[src/sv/e3q_pkg.sv]
`timescale 1ns / 1ps
// Shared types, widths and constants of the Euler 321 to quaternion block.
// Depends on nothing; every other file imports it.
package e3q_pkg;

  // Field widths of the item payloads.
  localparam int ANGLE_BITS   = 16;
  localparam int QUAT_BITS    = 16;
  localparam int CORDIC_STEPS = 16;

  // Internal widths: rotation coordinates and angles in Q30 with headroom.
  localparam int ZW      = 36;
  localparam int XW      = 36;
  localparam int MW      = 36;
  localparam int TW      = 72;
  localparam int STEP_W  = 5;
  localparam int ZSHIFT  = 33 - ANGLE_BITS;
  localparam int RND_SH  = 62 - QUAT_BITS;
  localparam int RW      = TW + 1 - RND_SH;

  // Q30 constants: pi, pi/2 and the gain-compensated CORDIC start value.
  localparam logic signed [ZW-1:0] PI_Q30      = 36'sd3373259426;
  localparam logic signed [ZW-1:0] HALF_PI_Q30 = 36'sd1686629713;
  localparam logic signed [XW-1:0] X0_Q30      = 36'sd652032874;
  localparam logic signed [RW-1:0] QUAT_LIM    = RW'(64'sd1 <<< (QUAT_BITS - 2));

  typedef struct packed {
    logic signed [ANGLE_BITS-1:0] roll_angle;
    logic signed [ANGLE_BITS-1:0] pitch_angle;
    logic signed [ANGLE_BITS-1:0] yaw_angle;
  } e3q_angles_t;

  typedef struct packed {
    logic signed [QUAT_BITS-1:0] quat_w;
    logic signed [QUAT_BITS-1:0] quat_x;
    logic signed [QUAT_BITS-1:0] quat_y;
    logic signed [QUAT_BITS-1:0] quat_z;
  } e3q_quat_t;

  // One angle under rotation: residual angle, cosine and sine, and whether
  // the half angle was folded by pi.
  typedef struct packed {
    logic signed [ZW-1:0] z;
    logic signed [XW-1:0] x;
    logic signed [XW-1:0] y;
    logic                 neg;
  } e3q_rot_t;

  // Roll at index 0, pitch at 1, yaw at 2.
  typedef e3q_rot_t [2:0] e3q_trio_t;

  // Rounded atan(2^-i) in Q30.
  function automatic logic signed [ZW-1:0] atan_q30(input logic [STEP_W-1:0] i);
    logic signed [ZW-1:0] r;
    case (i)
      5'd0:    r = 36'sd843314857;
      5'd1:    r = 36'sd497837829;
      5'd2:    r = 36'sd263043837;
      5'd3:    r = 36'sd133525159;
      5'd4:    r = 36'sd67021687;
      5'd5:    r = 36'sd33543516;
      5'd6:    r = 36'sd16775851;
      5'd7:    r = 36'sd8388437;
      5'd8:    r = 36'sd4194283;
      5'd9:    r = 36'sd2097149;
      5'd10:   r = 36'sd1048576;
      5'd11:   r = 36'sd524288;
      default: r = ZW'(64'sd1 <<< (30 - {27'd0, i}));
    endcase
    return r;
  endfunction

endpackage

[src/sv/e3q_reduce.sv]
`timescale 1ns / 1ps
// Input stage: widens the three angles to Q30 half angles and folds them into +/- pi/2.
// Depends on e3q_pkg.
module e3q_reduce import e3q_pkg::*; (
  input  logic        clk,
  input  logic        rst,
  input  logic        up_valid,
  output logic        up_ready,
  input  e3q_angles_t up_data,
  output logic        dn_valid,
  input  logic        dn_ready,
  output e3q_trio_t   dn_data
);

  logic      v;
  e3q_trio_t data;
  e3q_trio_t data_next;

  function automatic e3q_rot_t fold(input logic signed [ANGLE_BITS-1:0] a);
    e3q_rot_t r;
    logic signed [ZW-1:0] z0;
    z0 = {{(ZW - ANGLE_BITS){a[ANGLE_BITS-1]}}, a} <<< ZSHIFT;
    r.x = X0_Q30;
    r.y = '0;
    if (z0 > HALF_PI_Q30) begin
      r.z = z0 - PI_Q30;
      r.neg = 1'b1;
    end else if (z0 < -HALF_PI_Q30) begin
      r.z = z0 + PI_Q30;
      r.neg = 1'b1;
    end else begin
      r.z = z0;
      r.neg = 1'b0;
    end
    return r;
  endfunction

  // Fold each half angle and load the CORDIC start vector.
  always_comb begin
    data_next[0] = fold(up_data.roll_angle);
    data_next[1] = fold(up_data.pitch_angle);
    data_next[2] = fold(up_data.yaw_angle);
  end

  assign up_ready = !v || dn_ready;

  always_ff @(posedge clk) begin
    if (rst) begin
      v <= 1'b0;
    end else if (up_ready) begin
      v <= up_valid;
    end
  end

  always_ff @(posedge clk) begin
    if (up_ready && up_valid) begin
      data <= data_next;
    end
  end

  assign dn_valid = v;
  assign dn_data  = data;

endmodule

[config.mk]
export PLATFORM = sky130hd
export DESIGN_NAME = e3q_reduce
export DESIGN_NICKNAME = d
export VERILOG_FILES = /design/src/sv/e3q_pkg.sv /design/src/sv/e3q_reduce.sv
export SDC_FILE = /design/constraint.sdc
export NUM_CORES = 1
export LEC_CHECK = 0
export BUFFER_PORTS_ARGS = -buffer_cell sky130_fd_sc_hd__clkbuf_2
export CAP_MARGIN = 15
export CORE_AREA = 5 5 146 148
export DETAILED_ROUTE_END_ITERATION = 8
export DIE_AREA = 0 0 151 153
export GPL_ROUTABILITY_DRIVEN = 1
export HOLD_SLACK_MARGIN = 0.02
export PLACE_DENSITY_LB_ADDON = 0.1
export SYNTH_ARGS = -nofsm -noshare
export SYNTH_HDL_FRONTEND = slang
export SYNTH_SLANG_ARGS = --single-unit
[constraint.sdc]
create_clock -name clk -period 2.2 [get_ports clk]
set_clock_uncertainty 0.15 [all_clocks]
set_input_delay 0.33 -clock clk [delete_from_list [all_inputs] [get_ports clk]]
set_output_delay 0.33 -clock clk [all_outputs]
set_load 0.02 [all_outputs]
Yosys cells after proc, flatten, opt, wreduce, memory -nomap -nowiden:

Cells that the tools add are included.

* flip-flop bits (word level): 112
* input port bits: 52
* output and inout bits: 329
* word-level logic and storage cells: 31

* $add $sub $neg: 6
* order comparisons: 6
* mux-type cells: 9
* reduce and logical (&&, ||, !) cells: 3

Operators with widths (count)
* 36-bit two-way mux: 6
* 33-bit by 33-bit adder with 34-bit output, second input constant: 3
* 33-bit by 33-bit subtractor with 34-bit output, second input constant: 3
* 33-bit by 32-bit > comparator with 1-bit output, second input constant: 3
* 33-bit by 32-bit less-than comparator with 1-bit output, second input constant: 3
* 1-bit two-way mux: 3
* 1-bit logical AND: 1
* 1-bit logical NOT: 1
* 1-bit logical OR: 1

Logic depth before layout (Yosys ltp):

Gate-level depths: netlist of the first run.

* depth after elaboration: 3
* mapped depth: 8
* depth with buffers taken out: 8

Least setup slack after synthesis of the first run:

No wires, ideal clock.

* path type: flip-flop to flip-flop
* start point: register v, in the netlist dn_valid
* end point: register data, in the netlist dn_data[100] (enable)
* library setup time: 0.424 ns
* arrival time: 2.075 ns
* required time: 1.626 ns
* setup slack: -0.449 ns
* cell stages (with the launch flop): 3
* buffers on the path: 0
* clock period less this slack: 2.649 ns
* cell sequence: dfxtp_1 nand2b_1 and2_1

* cells in the longest elaborated chain, start to end: 3

RTL lines
* from (decl): line e3q_reduce.sv:15 `logic v;`
* from (signal assigned): line e3q_reduce.sv:51 `v <= up_valid;`
* 1-bit logical NOT: line e3q_reduce.sv:45 `assign up_ready = !v || dn_ready;`
* 1-bit logical OR: line e3q_reduce.sv:45
* net up_ready: line e3q_reduce.sv:8 `output logic up_ready,`
* 1-bit logical AND: line e3q_reduce.sv:56 `if (up_ready && up_valid) begin`
* to (signal assigned): line e3q_reduce.sv:57 `data <= data_next;`
* to (decl): line e3q_reduce.sv:16 `e3q_trio_t data;`

The timed path passes the listed nets, and every way through them passes these cells.
A chain may end at the register's enable or synchronous reset.

==> results.json, run 1 <==
{
  "die_h_um": 153,
  "multiInputGateArea_sq_um": 2783,
  "clockRootBuffer": "clkbuf_16",
  "worst_hold_path.num_cells": 3,
  "cp_cell_sequence": "clkbuf_2 > inv_1 > ha_1 > nand2b_1 > o21ai_0 > a221o_1 > buf_4 > buf_4 > o22ai_1 > xor2_1",
  "die_width_um": 151,
  "hold_class": "primary input to flop",
  "min_to": "dn_valid",
  "fin_cells": 1127,
  "synth_edf_count": 60,
  "ys_ff_latch": 61,
  "setup_ws_ns": 0.1698,
  "ff_latch_area_sq_um": 1822,
  "clockBufferDepth": 2,
  "crit_arrival_ns": 1.96,
  "top_layer": "met4",
  "r2r_setup_slack_ns": 0.80,
  "port_buffers": 161,
  "reg2regPathDepth": 3,
  "n_antenna_cell": 0,
  "n_fill_cell": 2128,
  "fmax_ghz": 0.4926,
  "area_growth_pct": 13.86,
  "ys_warn_count": 0,
  "drive_gt1_share_pct": 32.44,
  "worst_pin_slew_ns": 0.4994,
  "finalPower_w": 0.004381,
  "synthDistinctLibCells": 67,
  "ys_seq_area_share_pct": 30.07,
  "critical_path_class": "primary input to flop",
  "vias_per_cell": 4.083,
  "dr.pass1.iters": 4,
  "finalSetupViolCount": 0,
  "num_io_pins": 381,
  "tns_ns": 0,
  "hold_start": "up_valid",
  "die_area_sq_um": 23100,
  "status": "completed",
  "slowest_delay_ns": 0.36,
  "critPathSlowestCell": "a221o_1",
  "first_iter_violations": 226,
  "track_usage_pct": 12.21,
  "syn_inst": 670,
  "htreeDepth": 3,
  "hold_violations": 0,
  "syn-cell-area_sq_um": 6058,
  "cpMostUsedCell": "buf_4",
  "wl_met3_mm": 1.139,
  "crit_family": "compound AO/OA/AOI/OAI gates",
  "synthFlopType": "edfxtp_1",
  "cts_tree": "yes",
  "place_area_sq_um": 6570,
  "grt_overflow_total": 0,
  "dpl.hpwl_mm": 12.75,
  "placedCellCount": 1110,
  "end_kind": "flop",
  "period_share_pct": 92.28,
  "slew_headroom_pct": 66.28,
  "maxSlewViolCount": 0,
  "postCtsSetupRepairBufs": 0,
  "critPathBufInv": 4,
  "core_sq_um": 19910,
  "wl_met1_mm": 6.143,
  "p_leak_nw": 3.417,
  "async_flop_share_pct": 0,
  "setup.worst_path.start_class": "primary input",
  "fin_crit_ns": 2.030,
  "vias": 4602,
  "grt_pass1_vias": 4475,
  "final_nets": 916,
  "crit_fanout": 6,
  "syn_avg_cell_area_sq_um": 9.042,
  "reg2reg_to": "dn_data[304]",
  "wl_per_cell_um": 13.61,
  "post-place-ws_ns": -0.1627,
  "rows": 52,
  "routed-wl-met2_mm": 7.913,
  "cp.required_ns": 2.13,
  "grt_max_degree": 61,
  "grt_antenna_before_repair": 0,
  "cap_violations": 0,
  "rr_startpoint": "dn_valid",
  "routed_wl_mm": 15.34,
  "numCtsBuffers": 9,
  "rsz0062_at_grt": "false",
  "powerDensity_nw_per_um2": 635.1,
  "clock-sinks": 61,
  "clkLatencyLatePin_ns": 0.33,
  "clk_pin_slew_ns": 0.05,
  "start_util_pct": 30.43,
  "design_area_sq_um": 6898,
  "ant_nets": 0,
  "ir_drop_v": 0.0002599,
  "grt_pass1_wl_mm": 23.07,
  "drc_errors": 0,
  "gp_congestion": 0.8332
}
==> repair_timing <==
action,in CTS,in global routing
endpoints found under the setup margin,0,1
hold endpoints to repair,1,0
hold buffers,1,0
gates resized for setup,0,1
==> sequential cells by signal, summed over array words and instances, names as in the netlist <==
| name | count |
|---|---|
| dn_data | 60 |
| dn_valid | 1 |
==> tightest hold or removal path: stages <==
cell and delay [ns]:
clkbuf_2 0.10, inv_1 0.05, a21oi_1 0.05
==> kinds of logic after synthesis <==
kind of cell | after synthesis | synth area share [%]
xor+xnor | 38 | 5.493
mux | 1 | 0.1652
other cells | 2 | 0.1240
simple gates | 111 | 9.438
buf+inv | 328 | 37.46
fa+ha+maj | 12 | 2.478
compound gates | 117 | 14.77
flops | 61 | 30.07
==> cell usage after synthesis, types with 3 or more instances <==
| master | count | area [sq um] |
|---|---|---|
| a211oi_1 | 7 | 52.55 |
| edfxtp_1 | 60 | 1802 |
| o41a_1 | 3 | 33.78 |
| ha_1 | 12 | 150.1 |
| buf_2 | 17 | 85.08 |
| nand3_1 | 9 | 45.04 |
| clkbuf_1 | 11 | 41.29 |
| nor2_1 | 19 | 71.32 |
| xor2_1 | 16 | 140.1 |
| o21ai_0 | 21 | 105.1 |
| and2_1 | 4 | 25.02 |
| nand2_1 | 29 | 108.9 |
| and3_1 | 5 | 31.28 |
| nand4_1 | 5 | 31.28 |
| o22ai_1 | 12 | 75.07 |
| nor3_1 | 8 | 40.04 |
| o31a_1 | 6 | 52.55 |
| a311oi_1 | 3 | 26.28 |
| inv_2 | 3 | 11.26 |
| a21oi_1 | 10 | 50.05 |
| a22oi_1 | 5 | 37.54 |
| a31oi_1 | 7 | 43.79 |
| xnor2_1 | 22 | 192.7 |
| buf_4 | 267 | 2004 |
| o21bai_1 | 3 | 22.52 |
| a21o_1 | 3 | 22.52 |
| nor4_1 | 6 | 37.54 |
| a32o_1 | 3 | 30.03 |
| inv_1 | 28 | 105.1 |
| nand2b_1 | 8 | 50.05 |
| a311o_1 | 3 | 30.03 |
| nor3b_1 | 3 | 22.52 |
| o32ai_1 | 5 | 43.79 |
| nor2b_1 | 4 | 25.02 |
| or3_1 | 4 | 25.02 |
==> layer usage <==
layer / up-vias / track usage [%]
met2: 243 / 22.54
li1: 2195 / -
met3: 13 / 2.043
met5: - / 0
met1: 2151 / 14.48
met4: 0 / 3.152
==> worst max path at each step <==
stage / from / endpoint / slack, ns / depth (start not counted)
6_report: up_data[16] / dn_data[210] / 0.17 / 10
5_1_grt: up_data[16] / dn_data[210] / 0.02 / 10
4_1_cts: up_data[16] / dn_data[216] / 0.18 / 8
3_5_place_dp: up_data[16] / dn_data[216] / -0.16 / 8
3_3_place_gp: up_data[16] / dn_data[203] / -0.11 / 9
2_1_floorplan: up_data[21] / dn_data[212] / 0.02 / 7
==> placed cells by master (no fill, tap or decap), types with 4 or more instances in the layout <==
master and n:
clkbuf_16 9, o31a_1 6, a211oi_1 7, edfxtp_1 60
xnor2_1 22, buf_4 86, nand2_1 29, nor3_1 8
a31oi_1 7, and3_1 5, ha_1 12, or3_1 4
inv_1 28, nand2b_1 8, o32ai_1 5, nand3_1 9
a21oi_1 10, nor2b_1 4, clkbuf_2 161, a22oi_1 5
conb_1 219, o21ai_0 21, nor4_1 6, nor2_1 19
o22ai_1 12, nand4_1 5, xor2_1 16
==> report_power, final <==
group	total, W	internal [W]	leakage (nW)	switching (W)
sequential	0.00146	0.00142	0.591	0.0000464
clock	0.00153	0.00102	0.159	0.000514
combinational	0.00139	0.000413	2.67	0.000972
total	0.00438	0.00285	3.42	0.00153
==> stage by stage <==
step / utilization (%) / hold WS (ns)
after detailed placement: 33.00 / 0.3486
after global routing: 34.65 / 0.09607
after CTS: 34.65 / 0.07999
after floorplan: - / 0.2491
after global placement: 33.00 / 0.3424
final: 34.65 / 0.09170
==> cell type report <==
cell class | instances | area share (%)
clock buffers | 11 | 3.519
flip-flops and latches | 61 | 26.41
clock inverters | 5 | 1.088
well taps | 270 | 4.898
inverters | 31 | 1.687
multi-input cells | 498 | 40.34
repair buffers | 251 | 22.06
(Power assumes the default switching activity.)
==> run 2, diff against run 1 <==
--- a/config.mk
+++ b/config.mk
@@ -5,11 +5,11 @@
 export SDC_FILE = /design/constraint.sdc
 export NUM_CORES = 1
 export LEC_CHECK = 0
-export BUFFER_PORTS_ARGS = -buffer_cell sky130_fd_sc_hd__clkbuf_2
 export CAP_MARGIN = 15
 export CORE_AREA = 5 5 146 148
 export DETAILED_ROUTE_END_ITERATION = 8
 export DIE_AREA = 0 0 151 153
+export DONT_BUFFER_PORTS = 1
 export GPL_ROUTABILITY_DRIVEN = 1
 export HOLD_SLACK_MARGIN = 0.02
 export PLACE_DENSITY_LB_ADDON = 0.1
==> run 2 against run 1 <==
Effect of this change:
- first-iteration DRC count shrank 32%
- worst hold slack got worse by 0.040 ns
- largest cell class unchanged
- critical path depth fell by 2
- wire length decreased by 6.1%
==> results.json, run 2 (synthesis results as in run 1) <==
{
  "status": "completed",
  "first_iter_violations": 153,
  "vias": 3812,
  "maxSlewViolCount": 0,
  "finalPower_w": 0.003907,
  "grt_antenna_before_repair": 0,
  "dpl.hpwl_mm": 11.47,
  "setup_ws_ns": 0.3358,
  "ant_nets": 0,
  "period_share_pct": 84.73,
  "fin_crit_ns": 1.864,
  "design_area_sq_um": 5690,
  "reg2regPathDepth": 3,
  "fmax_ghz": 0.5364,
  "rows": 52,
  "num_io_pins": 381,
  "die_h_um": 153,
  "cp.required_ns": 2.10,
  "clk_pin_slew_ns": 0.06,
  "rsz0062_at_grt": "false",
  "drc_errors": 0,
  "grt_max_degree": 61,
  "slowest_delay_ns": 0.49,
  "placedCellCount": 894,
  "n_fill_cell": 2159,
  "hold_violations": 0,
  "cpMostUsedCell": "nor2b_1",
  "powerDensity_nw_per_um2": 686.6,
  "grt_pass1_vias": 3824,
  "crit_fanout": 2,
  "hold_start": "up_data[40]",
  "layout_commonest_cell": "conb_1",
  "reg2reg_to": "dn_data[304]",
  "die_area_sq_um": 23100,
  "grt_pass1_wl_mm": 21.68,
  "cts_tree": "yes",
  "area_growth_pct": -6.072,
  "clockBufferDepth": 2,
  "clock-sinks": 61,
  "dr.pass1.iters": 7,
  "routed_wl_mm": 14.40,
  "critical_path_class": "primary input to flop",
  "min_to": "dn_data[98]",
  "htreeDepth": 3,
  "final_nets": 702,
  "cap_violations": 0,
  "end_kind": "flop",
  "core_sq_um": 19910,
  "tns_ns": 0,
  "fin_cells": 913,
  "gp_congestion": 0.8100,
  "ff_latch_area_sq_um": 1822,
  "largest_reg_flops": 60,
  "wl_per_cell_um": 15.77,
  "ir_drop_v": 0.0003363,
  "r2r_setup_slack_ns": 0.49,
  "rr_startpoint": "dn_valid",
  "hold_class": "primary input to flop",
  "final_cell_mix": "conb_1 (219), edfxtp_1 (60), nand2_1 (29), buf_4 (29), inv_1 (28)",
  "track_usage_pct": 11.68,
  "place_area_sq_um": 5376,
  "slew_headroom_pct": 62.28,
  "cp_cell_sequence": "inv_1 > buf_4 > ha_1 > nor2b_1 > o311ai_0 > nor2b_1 > o32a_1 > o21ai_0",
  "grt_overflow_total": 0,
  "worst_hold_path.num_cells": 1,
  "multiInputGateArea_sq_um": 2783,
  "die_width_um": 151,
  "crit_arrival_ns": 1.77,
  "numCtsBuffers": 9,
  "port_buffers": 0,
  "n_antenna_cell": 0,
  "vias_per_cell": 4.175,
  "post-place-ws_ns": 0.02001,
  "crit_family": "compound AO/OA/AOI/OAI gates",
  "start_util_pct": 30.43,
  "p_leak_nw": 2.477,
  "finalSetupViolCount": 0,
  "drive_gt1_share_pct": 9.331,
  "critPathSlowestCell": "o311ai_0",
  "clkLatencyLatePin_ns": 0.32,
  "setup.worst_path.start_class": "primary input",
  "clockRootBuffer": "clkbuf_16",
  "worst_pin_slew_ns": 0.5670,
  "critPathBufInv": 2
}
-- run 2: how the worst max path moves through the flow --
stage                startpoint           end  slack, ns  cells after the start
floorplan           up_data[21]  dn_data[212]       0.02                      7
global placement    up_data[16]  dn_data[213]       0.03                      7
detailed placement  up_data[16]  dn_data[208]       0.02                      9
CTS                 up_data[16]  dn_data[208]       0.37                      9
global route        up_data[16]  dn_data[202]       0.18                      9
finish              up_data[16]  dn_data[213]       0.34                      8
-- run 2: where the power goes --
part,switching (W),internal [W],total (W)
Sequential,0.000182,0.00143,0.00161
Clock,0.000513,0.000869,0.00138
Combinational,0.000681,0.000236,0.000917
-- run 2: what timing repair did --
| item | in CTS | in global routing |
|---|---|---|
| gates resized for setup | 0 | 0 |
| hold buffers | 3 | 0 |
| hold endpoints to repair | 2 | 0 |
| endpoints found under the setup margin | 0 | 0 |
| setup buffers | 0 | 0 |
-- run 2: layer usage --
layer	share of wire [%]	track usage, %	wire [um]	vias up
met3	8.5	2.843	1221	17
met2	49	19.89	7114	218
met5	0	0	0	-
met1	41	14.06	5839	1813
li1	-	-	-	1764
met4	1.6	4.620	227	0
-- run 2: per-stage QoR --
step / util, % / hold WS, ns
global placement: 27.00 / 0.2515
CTS: 28.58 / 0.02831
detailed placement: 27.00 / 0.2539
floorplan: - / 0.2491
finish: 28.58 / 0.05133
global route: 28.58 / 0.04276
-- run 2: layout make-up --
cell class / instances / share of cell area [%]
Sequential cell: 61 / 32.01
Clock buffer: 11 / 4.090
Clock inverter: 5 / 0.9015
Inverter: 31 / 2.045
Tap cell: 270 / 5.937
Timing Repair Buffer: 37 / 6.113
Multi-Input combinational cell: 498 / 48.90
